[config.mk]
export PLATFORM = sky130hd
export DESIGN_NAME = aat_lane
export DESIGN_NICKNAME = d
export VERILOG_FILES = /design/src/rtl/aat_pkg.sv /design/src/rtl/aat_lane.sv
export SDC_FILE = /design/constraint.sdc
export NUM_CORES = 2
export LEC_CHECK = 0
export ABC_AREA = 1
export BUFFER_PORTS_ARGS = -buffer_cell sky130_fd_sc_hd__buf_2
export CAP_MARGIN = 15
export CORE_MARGIN = 2
export CORE_UTILIZATION = 35
export DETAILED_ROUTE_END_ITERATION = 8
export HOLD_SLACK_MARGIN = 0.15
export SYNTH_ARGS = -nofsm -noshare
export SYNTH_HDL_FRONTEND = slang
export SYNTH_SLANG_ARGS = --single-unit
[constraint.sdc]
create_clock -name clk -period 12.01 [get_ports clk]
set_clock_uncertainty 0.15 [all_clocks]
set_input_delay 1.201 -clock clk [delete_from_list [all_inputs] [get_ports clk]]
set_output_delay 1.201 -clock clk [all_outputs]
set_load 0.005 [all_outputs]
[src/rtl/aat_pkg.sv]
// ----------------------------------------------------------------------------
// Affine box transform package
// Widths, fixed-point types, register codes and reset values.
// ----------------------------------------------------------------------------
package aat_pkg;

  localparam int COORD_WIDTH = 32;
  localparam int COEF_WIDTH  = 16;
  localparam int COEF_FRAC   = 12;
  localparam int AXES        = 3;
  localparam int PROD_W      = COORD_WIDTH + COEF_WIDTH;
  localparam int ACC_W       = PROD_W + 2;
  localparam int ROW_W       = AXES * COEF_WIDTH;
  localparam int CFG_W       = (ROW_W > COORD_WIDTH) ? ROW_W : COORD_WIDTH;
  localparam int CFG_IDX_W   = 3;

  typedef logic signed [COORD_WIDTH-1:0] coord_t;
  typedef logic signed [COEF_WIDTH-1:0]  coef_t;
  typedef logic signed [PROD_W-1:0]      prod_t;
  typedef logic signed [ACC_W-1:0]       acc_t;
  typedef logic        [ROW_W-1:0]       row_t;

  typedef enum logic [CFG_IDX_W-1:0] {
    REG_ROW_X   = 3'd0,
    REG_ROW_Y   = 3'd1,
    REG_ROW_Z   = 3'd2,
    REG_SHIFT_X = 3'd3,
    REG_SHIFT_Y = 3'd4,
    REG_SHIFT_Z = 3'd5
  } reg_index_t;

  localparam row_t ROW_X_RESET = row_t'(1) << (2 * COEF_WIDTH + COEF_FRAC);
  localparam row_t ROW_Y_RESET = row_t'(1) << (COEF_WIDTH + COEF_FRAC);
  localparam row_t ROW_Z_RESET = row_t'(1) << COEF_FRAC;

  localparam acc_t ROUND_BIAS = acc_t'(1) << (COEF_FRAC - 1);

  typedef struct packed {
    logic prod_en;
    logic bound_en;
    logic sum_en;
    logic out_en;
  } pipe_ctrl_t;

endpackage

[src/rtl/aat_lane.sv]
// ----------------------------------------------------------------------------
// Transform lane
// One coefficient times both box extents on one axis, then the lesser and
// greater product.
// ----------------------------------------------------------------------------
module aat_lane (
  input  logic                clk,
  input  aat_pkg::pipe_ctrl_t ctrl,
  input  aat_pkg::coef_t      coef,
  input  aat_pkg::coord_t     lo,
  input  aat_pkg::coord_t     hi,
  output aat_pkg::prod_t      bound_lo,
  output aat_pkg::prod_t      bound_hi
);

  aat_pkg::prod_t prod_lo;
  aat_pkg::prod_t prod_hi;

  always_ff @(posedge clk) begin
    if (ctrl.prod_en) begin
      prod_lo <= aat_pkg::prod_t'(coef) * aat_pkg::prod_t'(lo);
      prod_hi <= aat_pkg::prod_t'(coef) * aat_pkg::prod_t'(hi);
    end
  end

  always_ff @(posedge clk) begin
    if (ctrl.bound_en) begin
      if (prod_lo < prod_hi) begin
        bound_lo <= prod_lo;
        bound_hi <= prod_hi;
      end else begin
        bound_lo <= prod_hi;
        bound_hi <= prod_lo;
      end
    end
  end

endmodule

==> flow_summary.yaml <==
clocking:
  cts_tree: "done"
  post_cts_resized: 0
  clkSlewWorstSetupHoldPaths_ns: 0.07
  htreeDepth: 4
  cts_setup_buffers: 0
  worstSkewPairLatency_ns: 0.44
  clk_path_buf_depth: 2
  cts-root-buf: "clkbuf_16"
  cts_hold_buf: 0
  cts_made_buffers: 17
  clkSinkCount: 192
routing:
  drtIter0Drc: 2632
  wire_per_inst_microns: 17.7
  drc: 0
  firstDrtPassIters: 6
  num_vias: 35941
  finalWirelength_microns: 133000
  vias_per_cell: 4.77
  ant_nets: 0
floorplan:
  std_cell_rows: 133
  die_w_microns: 369
  dieArea_sq_um: 136000
  die_y_microns: 369
  core_area_sq_um: 132000
  start_util: 0.353
  pin_count: 181
global_route:
  grt.total_usage: 0.203
  grt_pass1_wl_microns: 216000
  grt_max_degree: 95
  grt-ovfl-total: 0
  antenna_found_initial: 14
  grt_pass1_vias: 38239
timing:
  worst_hold_slack_ns: 0.470
  slew_viol_final: 0
  worstMarginPinSlew_ns: 1.05
  fin_tns_setup_ns: 0
  layout_setup_ws_ns: 3.85
  finalCriticalPeriod_ns: 8.16
  hold_violations: 0
  maxSlewHeadroom: 0.297
  rsz0062_at_grt: "no"
  post-route-period-util: 0.679
  finalSetupViolCount: 0
  fmax_mhz: 123
finish:
  instances_no_fill: 7527
  fillers: 13706
  final_layout_size_suffix_gt1_frac: 0.0438
  final_nets: 7090
  syn2layout_area_growth_pct: 6.03
yosys:
  syn-num-nets: 7133
  yosys.area.top_type: "fa_1"
  synth_cell_type_count: 33
  ys_seq_elements: 192
  syn_inst: 5801
  synth_seq_area_share: 0.124
  synth_area_leaders: "fa_1 (42%), inv_1 (14%), edfxtp_1 (12%)"
  yosysWarningCount: 0
  synth_area_sq_um: 46500
  synth.top_cell.area_share: 0.418
  avgSynthCellArea_sq_um: 8.02
placement:
  finalWeightedCongestion: 0.931
  portBuffers: 178
  dp_hpwl_microns: 109000
  pre_cts_ws_ns: 3.43
  dp_cells: 7494
setup_path:
  endpoint_kind: "flip-flop"
  critPathLaunchType: "primary input"
  crit_type: "in2reg"
  cp_max_fo: 33
  required_ns: 12.05
  worstPathArrival_ns: 8.19
outcome:
  status: "completed"
flow_run:
  drv_cap: 0
worst_hold_path:
  min_path_type: "reg2reg"
flip-flops by register name (all words and copies together) (netlist names):
register  count
bound_hi     48
bound_lo     48
prod_hi      48
prod_lo      48
placed cells by master (no fill, tap or decap), types with 18 or more instances in the layout:
| master | count |
|---|---|
| xor2_1 | 55 |
| edfxtp_1 | 192 |
| nand3_1 | 272 |
| nor2_1 | 235 |
| or2_2 | 18 |
| a21oi_1 | 142 |
| nand2_1 | 1415 |
| nand4_1 | 22 |
| buf_2 | 176 |
| o21ai_0 | 79 |
| inv_1 | 1733 |
| fa_1 | 972 |
| ha_1 | 275 |
| xnor2_1 | 33 |
| buf_4 | 25 |
synth_stat cells:
| library cell | number |
|---|---|
| buf_6 | 1 |
| nor2_1 | 235 |
| a31oi_1 | 8 |
| inv_1 | 1734 |
| nand2_2 | 3 |
| and3_1 | 6 |
| and2_1 | 1 |
| a21oi_1 | 142 |
| xor2_1 | 55 |
| o21bai_1 | 15 |
| nor2b_1 | 1 |
| o211ai_1 | 4 |
| o21ai_0 | 79 |
| ha_1 | 275 |
| or2_2 | 18 |
| xnor2_1 | 33 |
| nand3_1 | 274 |
| fa_1 | 972 |
| nand2_1 | 1415 |
| buf_4 | 4 |
| clkbuf_1 | 185 |
| nand3b_1 | 3 |
| nor4_1 | 6 |
| o21a_1 | 3 |
| nand4_1 | 22 |
| buf_1 | 41 |
| buf_2 | 32 |
| a21o_1 | 17 |
| edfxtp_1 | 192 |
| nor3_1 | 16 |
| a21boi_0 | 6 |
| and2_0 | 2 |
| a211oi_1 | 1 |
final cells by class:
type / count / area (sq um) / area share
Sequential cell: 192 / 5770 / 0.117
Clock inverter: 12 / 126 / 0.00256
Antenna cell: 1 / 2.50 / 0.0000507
Tap cell: 1755 / 2200 / 0.0445
Multi-Input combinational cell: 3612 / 33200 / 0.674
Timing Repair Buffer: 201 / 1070 / 0.0217
Inverter: 1734 / 6510 / 0.132
Clock buffer: 20 / 437 / 0.00885
stage by stage:
step	utilization	instance area [sq um]
2_1_floorplan	-	46500
3_3_place_gp	0.370	48800
3_5_place_dp	0.370	48800
4_1_cts	0.374	49300
5_1_grt	0.374	49300
6_report	0.374	49300
logic make-up after synthesis:
kind of cell | synth area share
DFF | 0.124
AOI/OAI and AO/OA | 0.0323
xor gates and xnor gates | 0.0166
buffers and inverters | 0.162
adders and majority gates | 0.492
and+or+nand+nor | 0.173
per-layer routing:
layer | vias to the layer above | part of all wire | wire [microns] | global-route usage
met5 | - | 0.0011 | 147 | 0
met4 | 22 | 0.015 | 2070 | 0.0356
met3 | 150 | 0.062 | 8310 | 0.0264
met2 | 1133 | 0.46 | 61400 | 0.333
met1 | 18132 | 0.46 | 61400 | 0.290
li1 | 16504 | - | - | -
final timing paths:
check                        start                      to  slack (ns)  cells after the start
max                        coef[2]   prod_lo[47]$_DFFE_PP_        3.85                     21
min           prod_hi[3]$_DFFE_PP_   bound_hi[3]$_DFFE_PP_        0.47                      2
max reg2reg  prod_lo[47]$_DFFE_PP_  bound_lo[22]$_DFFE_PP_        8.14                     11
min reg2reg   prod_hi[3]$_DFFE_PP_   bound_hi[3]$_DFFE_PP_        0.47                      2
critical path: stages:
cell and delay, ns:
buf_2 0.64, buf_4 0.62, nand2_1 0.17, inv_1 0.12, fa_1 0.50, fa_1 0.93
fa_1 0.56, inv_1 0.13, fa_1 0.44, fa_1 0.48, fa_1 0.49, inv_1 0.05
ha_1 0.40, inv_1 0.10, nor3_1 0.33, nand2_1 0.16, nor2_1 0.17, nand3_1 0.08
or2_2 0.32, nand3_1 0.09, nand2_1 0.10
Power is left out: the tool's default activity adds up to more than one toggle a clock period on the data nets, which glitch-free logic cannot reach.
