**src/rtl/aat_pkg.sv**
```systemverilog
// ----------------------------------------------------------------------------
// Affine box transform package
// Widths, fixed-point types, register codes and reset values.
// ----------------------------------------------------------------------------
package aat_pkg;

  localparam int COORD_WIDTH = 32;
  localparam int COEF_WIDTH  = 16;
  localparam int COEF_FRAC   = 12;
  localparam int AXES        = 3;
  localparam int PROD_W      = COORD_WIDTH + COEF_WIDTH;
  localparam int ACC_W       = PROD_W + 2;
  localparam int ROW_W       = AXES * COEF_WIDTH;
  localparam int CFG_W       = (ROW_W > COORD_WIDTH) ? ROW_W : COORD_WIDTH;
  localparam int CFG_IDX_W   = 3;

  typedef logic signed [COORD_WIDTH-1:0] coord_t;
  typedef logic signed [COEF_WIDTH-1:0]  coef_t;
  typedef logic signed [PROD_W-1:0]      prod_t;
  typedef logic signed [ACC_W-1:0]       acc_t;
  typedef logic        [ROW_W-1:0]       row_t;

  typedef enum logic [CFG_IDX_W-1:0] {
    REG_ROW_X   = 3'd0,
    REG_ROW_Y   = 3'd1,
    REG_ROW_Z   = 3'd2,
    REG_SHIFT_X = 3'd3,
    REG_SHIFT_Y = 3'd4,
    REG_SHIFT_Z = 3'd5
  } reg_index_t;

  localparam row_t ROW_X_RESET = row_t'(1) << (2 * COEF_WIDTH + COEF_FRAC);
  localparam row_t ROW_Y_RESET = row_t'(1) << (COEF_WIDTH + COEF_FRAC);
  localparam row_t ROW_Z_RESET = row_t'(1) << COEF_FRAC;

  localparam acc_t ROUND_BIAS = acc_t'(1) << (COEF_FRAC - 1);

  typedef struct packed {
    logic prod_en;
    logic bound_en;
    logic sum_en;
    logic out_en;
  } pipe_ctrl_t;

endpackage

```
**src/rtl/aat_merge.sv**
```systemverilog
// ----------------------------------------------------------------------------
// Axis merge
// Sums the lane bounds of one output axis with its translation, then rounds
// and saturates both sums to Q16.16.
// ----------------------------------------------------------------------------
module aat_merge (
  input  logic                clk,
  input  aat_pkg::pipe_ctrl_t ctrl,
  input  aat_pkg::prod_t      terms_lo [aat_pkg::AXES],
  input  aat_pkg::prod_t      terms_hi [aat_pkg::AXES],
  input  aat_pkg::coord_t     shift,
  output aat_pkg::coord_t     out_lo,
  output aat_pkg::coord_t     out_hi
);

  aat_pkg::acc_t sum_lo;
  aat_pkg::acc_t sum_hi;
  aat_pkg::acc_t base;
  aat_pkg::acc_t quot_lo;
  aat_pkg::acc_t quot_hi;

  function automatic aat_pkg::coord_t saturate(input aat_pkg::acc_t v);
    aat_pkg::acc_t lim_hi;
    aat_pkg::acc_t lim_lo;
    lim_hi = '0;
    lim_hi[aat_pkg::COORD_WIDTH-2:0] = '1;
    lim_lo = ~lim_hi;
    if (v > lim_hi) begin
      return aat_pkg::coord_t'(lim_hi[aat_pkg::COORD_WIDTH-1:0]);
    end else if (v < lim_lo) begin
      return aat_pkg::coord_t'(lim_lo[aat_pkg::COORD_WIDTH-1:0]);
    end
    return aat_pkg::coord_t'(v[aat_pkg::COORD_WIDTH-1:0]);
  endfunction

  assign base = (aat_pkg::acc_t'(shift) <<< aat_pkg::COEF_FRAC) + aat_pkg::ROUND_BIAS;

  always_ff @(posedge clk) begin
    if (ctrl.sum_en) begin
      sum_lo <= aat_pkg::acc_t'(terms_lo[0]) + aat_pkg::acc_t'(terms_lo[1])
              + aat_pkg::acc_t'(terms_lo[2]) + base;
      sum_hi <= aat_pkg::acc_t'(terms_hi[0]) + aat_pkg::acc_t'(terms_hi[1])
              + aat_pkg::acc_t'(terms_hi[2]) + base;
    end
  end

  assign quot_lo = sum_lo >>> aat_pkg::COEF_FRAC;
  assign quot_hi = sum_hi >>> aat_pkg::COEF_FRAC;

  always_ff @(posedge clk) begin
    if (ctrl.out_en) begin
      out_lo <= saturate(quot_lo);
      out_hi <= saturate(quot_hi);
    end
  end

endmodule

```
**config.mk**
```make
export PLATFORM = sky130hd
export DESIGN_NAME = aat_merge
export DESIGN_NICKNAME = d
export VERILOG_FILES = /design/src/rtl/aat_pkg.sv /design/src/rtl/aat_merge.sv
export SDC_FILE = /design/constraint.sdc
export NUM_CORES = 1
export LEC_CHECK = 0
export ABC_AREA = 1
export BUFFER_PORTS_ARGS = -buffer_cell sky130_fd_sc_hd__buf_2
export CAP_MARGIN = 20
export CORE_MARGIN = 1
export CORE_UTILIZATION = 38
export DETAILED_ROUTE_END_ITERATION = 8
export GPL_TIMING_DRIVEN = 0
export HOLD_SLACK_MARGIN = 0.1
export PLACE_DENSITY_LB_ADDON = 0.15
export SLEW_MARGIN = 20
export SYNTH_ARGS = -nofsm -noshare
export SYNTH_HDL_FRONTEND = slang
export SYNTH_SLANG_ARGS = --single-unit
export TNS_END_PERCENT = 20
```
**constraint.sdc**
```tcl
create_clock -name clk -period 4.06 [get_ports clk]
set_clock_uncertainty 0.05 [all_clocks]
set_input_delay 0.406 -clock clk [delete_from_list [all_inputs] [get_ports clk]]
set_output_delay 0.406 -clock clk [all_outputs]
set_load 0.05 [all_outputs]
```
==> impl_results.md <==
* Status: complete, no violations
* Die Footprint at 45,400 sq um
* Final worst slack at 645 ps
* Port Buf Inserts at 386
* Cell type with the highest aggregate area in the netlist: edfxtp_1
* Number of clock buffers inserted by TritonCTS at 17
* Fin. max-slew vios at 0
* Antenna Nets Post-Route at 0
* Synth Area per Inst at 7.38 sq um
* Final Wtd Congestion at 0.949
* Row count at 76
* Final design utilization at 46.5%
* Element type at the critical path start: input pin
* Clock root buffer master: clkbuf_16
* Final Power at 11.0 mW
* Most common flop cell mapped by yosys: edfxtp_1
* Antenna violations before repair at 0
* Cell area after placement at 19,600 sq um
* Leakage power at 11.1 nW
* Floorplan die width at 213 microns
* Leading cell types by total area after synthesis: edfxtp_1 (25%), fa_1 (20%), inv_1 (15%)
* Area inside the core boundary at 43,500 sq um
* Final Hold Slack at 312 ps
* Router iterations before antenna repair at 6
* Kind of critical path: input pin to register
* Vias per Instance at 4.64
* Number of design-rule violations left by the first detailed-router iteration at 1,015
* Measured slew at the worst slew-check pin at 814 ps
* DIE HEIGHT at 213 microns
* Fill cell count at 4,515
* Synthesis-to-layout area growth at 19.4%
* Share of the synthesized area in the top cell type at 24.8%
* Number of synthesized register bits at 140
* Total of max-cap violations at 0
* Max IR drop VDD at 0.331 mV
* TritonCTS clock tree: built
* Post-detailed-route DRC marker count at 0
* Setup Slack @ Placement at 312 ps
* GRT Total Usage at 25.4%
* Post-route insts no fill at 3,299
* Post-Syn Area at 16,900 sq um
* Routed via count at 15,300
* Worst-case headroom to the max-slew limit at 45.2%
* Post-synth ARST share at 0%
* Post-detailed-routing wire length at 57.0 mm
* Required time at the endpoint of the critical path at 4200 ps
* Maximum clock frequency at 293 MHz
* Hold violation total from the final report at 0
* Post-Syn Instances at 2,294
* Number of hold-repair buffers added at the cts stage at 0
* Final period demand of the worst path at 3420 ps
* Clock insertion delay at the later pin of the skew report at 450 ps
* Synthesized net count at 2,901
* Count of synthesis-stage warnings from yosys at 0
* Kind of capture point of the worst setup path: register
* Diodes inserted at 0
* Maximum number of pins on one net before global-route repair at 52
* Final clock period utilization by the worst path at 84.1%
* First-pass GRT wire length at 85.0 mm
* Maximum fanout encountered on the critical timing path at 4
* Number of unique standard cell types used by synthesis at 32
* Total Nets Final at 3,308
* Setup repair after global routing missed its margin: false
* Starting utilization of the core area at 38.9%
* Setup_tns at 0 ps
* Top-level I/O count at 389
* Number of enable-type register cells in the synthesized netlist at 140
* Finish-stage setup viols at 0
* Count of instances resized after the clock tree is built at 0
* Seq. cell area at 4200 sq um
* Sequential cell area fraction in the yosys report at 24.8%
* Clock transition time at the flip-flop clock pins of the worst setup and hold paths at 70 ps
* PwrDens at 544 nW/um^2
* Count of clock tree sinks at 140
* Hold Crit Class: input pin to register
* Via count of the first global-routing pass at 14,800
* Grt total ovfl at 0
* Number of levels the H-tree was split into at 4
* Routed WL per cell at 17.3 microns
* Post-CTS Setup Repair Bufs at 0
* Crit path DAT at 3560 ps
* Multi-input gate area in the final layout at 10,200 sq um
* Fraction of final layout cells sized beyond drive strength 1 at 16.2%
* DP HPWL at 50.9 mm
* Design Area, Final at 20,200 sq um
* Cell total after placement at 3,267
* Maximum count of clock buffers along a single path at 2
power breakdown:
group | internal [mW] | total [mW] | leakage, nW | switching (mW)
Combinational | 2.06 | 6.81 | 9.49 | 4.75
Sequential | 2.47 | 2.65 | 1.35 | 0.181
Clock | 0.802 | 1.53 | 0.264 | 0.732
Total | 5.33 | 11.0 | 11.1 | 5.66
worst max-delay path: stages:
cell and delay, ps:
buf_2 80, inv_1 50, fa_1 500, fa_1 530, inv_1 60, ha_1 370, a21oi_1 330, o21ai_0 270
a21oi_1 350, nand3_1 280, nand2_1 150, nand2_1 60, nand2_1 50, nand2_1 60
layout make-up:
cell class              count  share of cell area, %
clock inverters            15                  0.644
multi-input cells        1475                   50.3
well taps                 585                   3.62
repair buffers            388                   9.86
clock buffers              17                   2.11
plain buffers              14                  0.260
inverters                 665                   12.4
flip-flops and latches    140                   20.8
logic make-up after synthesis:
group	count (synthesis)	synth area share, %
simple gates	889	21.4
buf+inv	679	15.1
fa+ha+maj	282	28.3
compound gates	263	8.32
flops	140	24.8
xor+xnor	41	2.12
per-layer routing:
layer / up-vias / GRT usage (%) / routed length [microns]
met2: 498 / 39.0 / 24300
met1: 7033 / 38.4 / 28800
li1: 7733 / - / -
met4: 0 / 4.52 / 693
met5: - / 0 / 0
met3: 27 / 2.90 / 3160
Yosys cell counts (3+ instances only):
cell	number
inv_1	664
nand2_1	572
nor2_1	174
fa_1	168
edfxtp_1	140
a21oi_1	138
ha_1	114
o21ai_0	80
nand3_1	70
xor2_1	35
nand4_1	29
clkbuf_1	14
nor2_2	13
a21o_1	12
nor3_1	12
o21bai_1	11
o21a_1	9
o21ai_1	8
xnor2_1	6
nand3b_1	5
nor4_1	4
and2_1	3
nand2_2	3
registers in the layout, summed over array words and instances (netlist names):
name	flops
sum_hi	38
sum_lo	38
out_hi	32
out_lo	32
final timing paths:
kind	cells past startpoint	endpoint	slack, ps	startpoint
worst min-delay path	1	out_hi[17]	310	ctrl[0]
worst max-delay path	14	sum_hi[39]	640	terms_hi[22]
worst min register to register	2	out_hi[27]	460	sum_hi[39]
worst max register to register	5	out_lo[28]	1840	sum_lo[44]
cell usage in the layout, fill, tap and decap left out, drive strengths merged, types with 29 or more instances in the layout:
master	count
a21oi	138
buf	388
clkbuf	31
edfxtp	140
fa	168
ha	114
inv	672
nand2	575
nand3	70
nand4	29
nor2	188
o21ai	89
xor2	35
(Power assumes the default switching activity.)
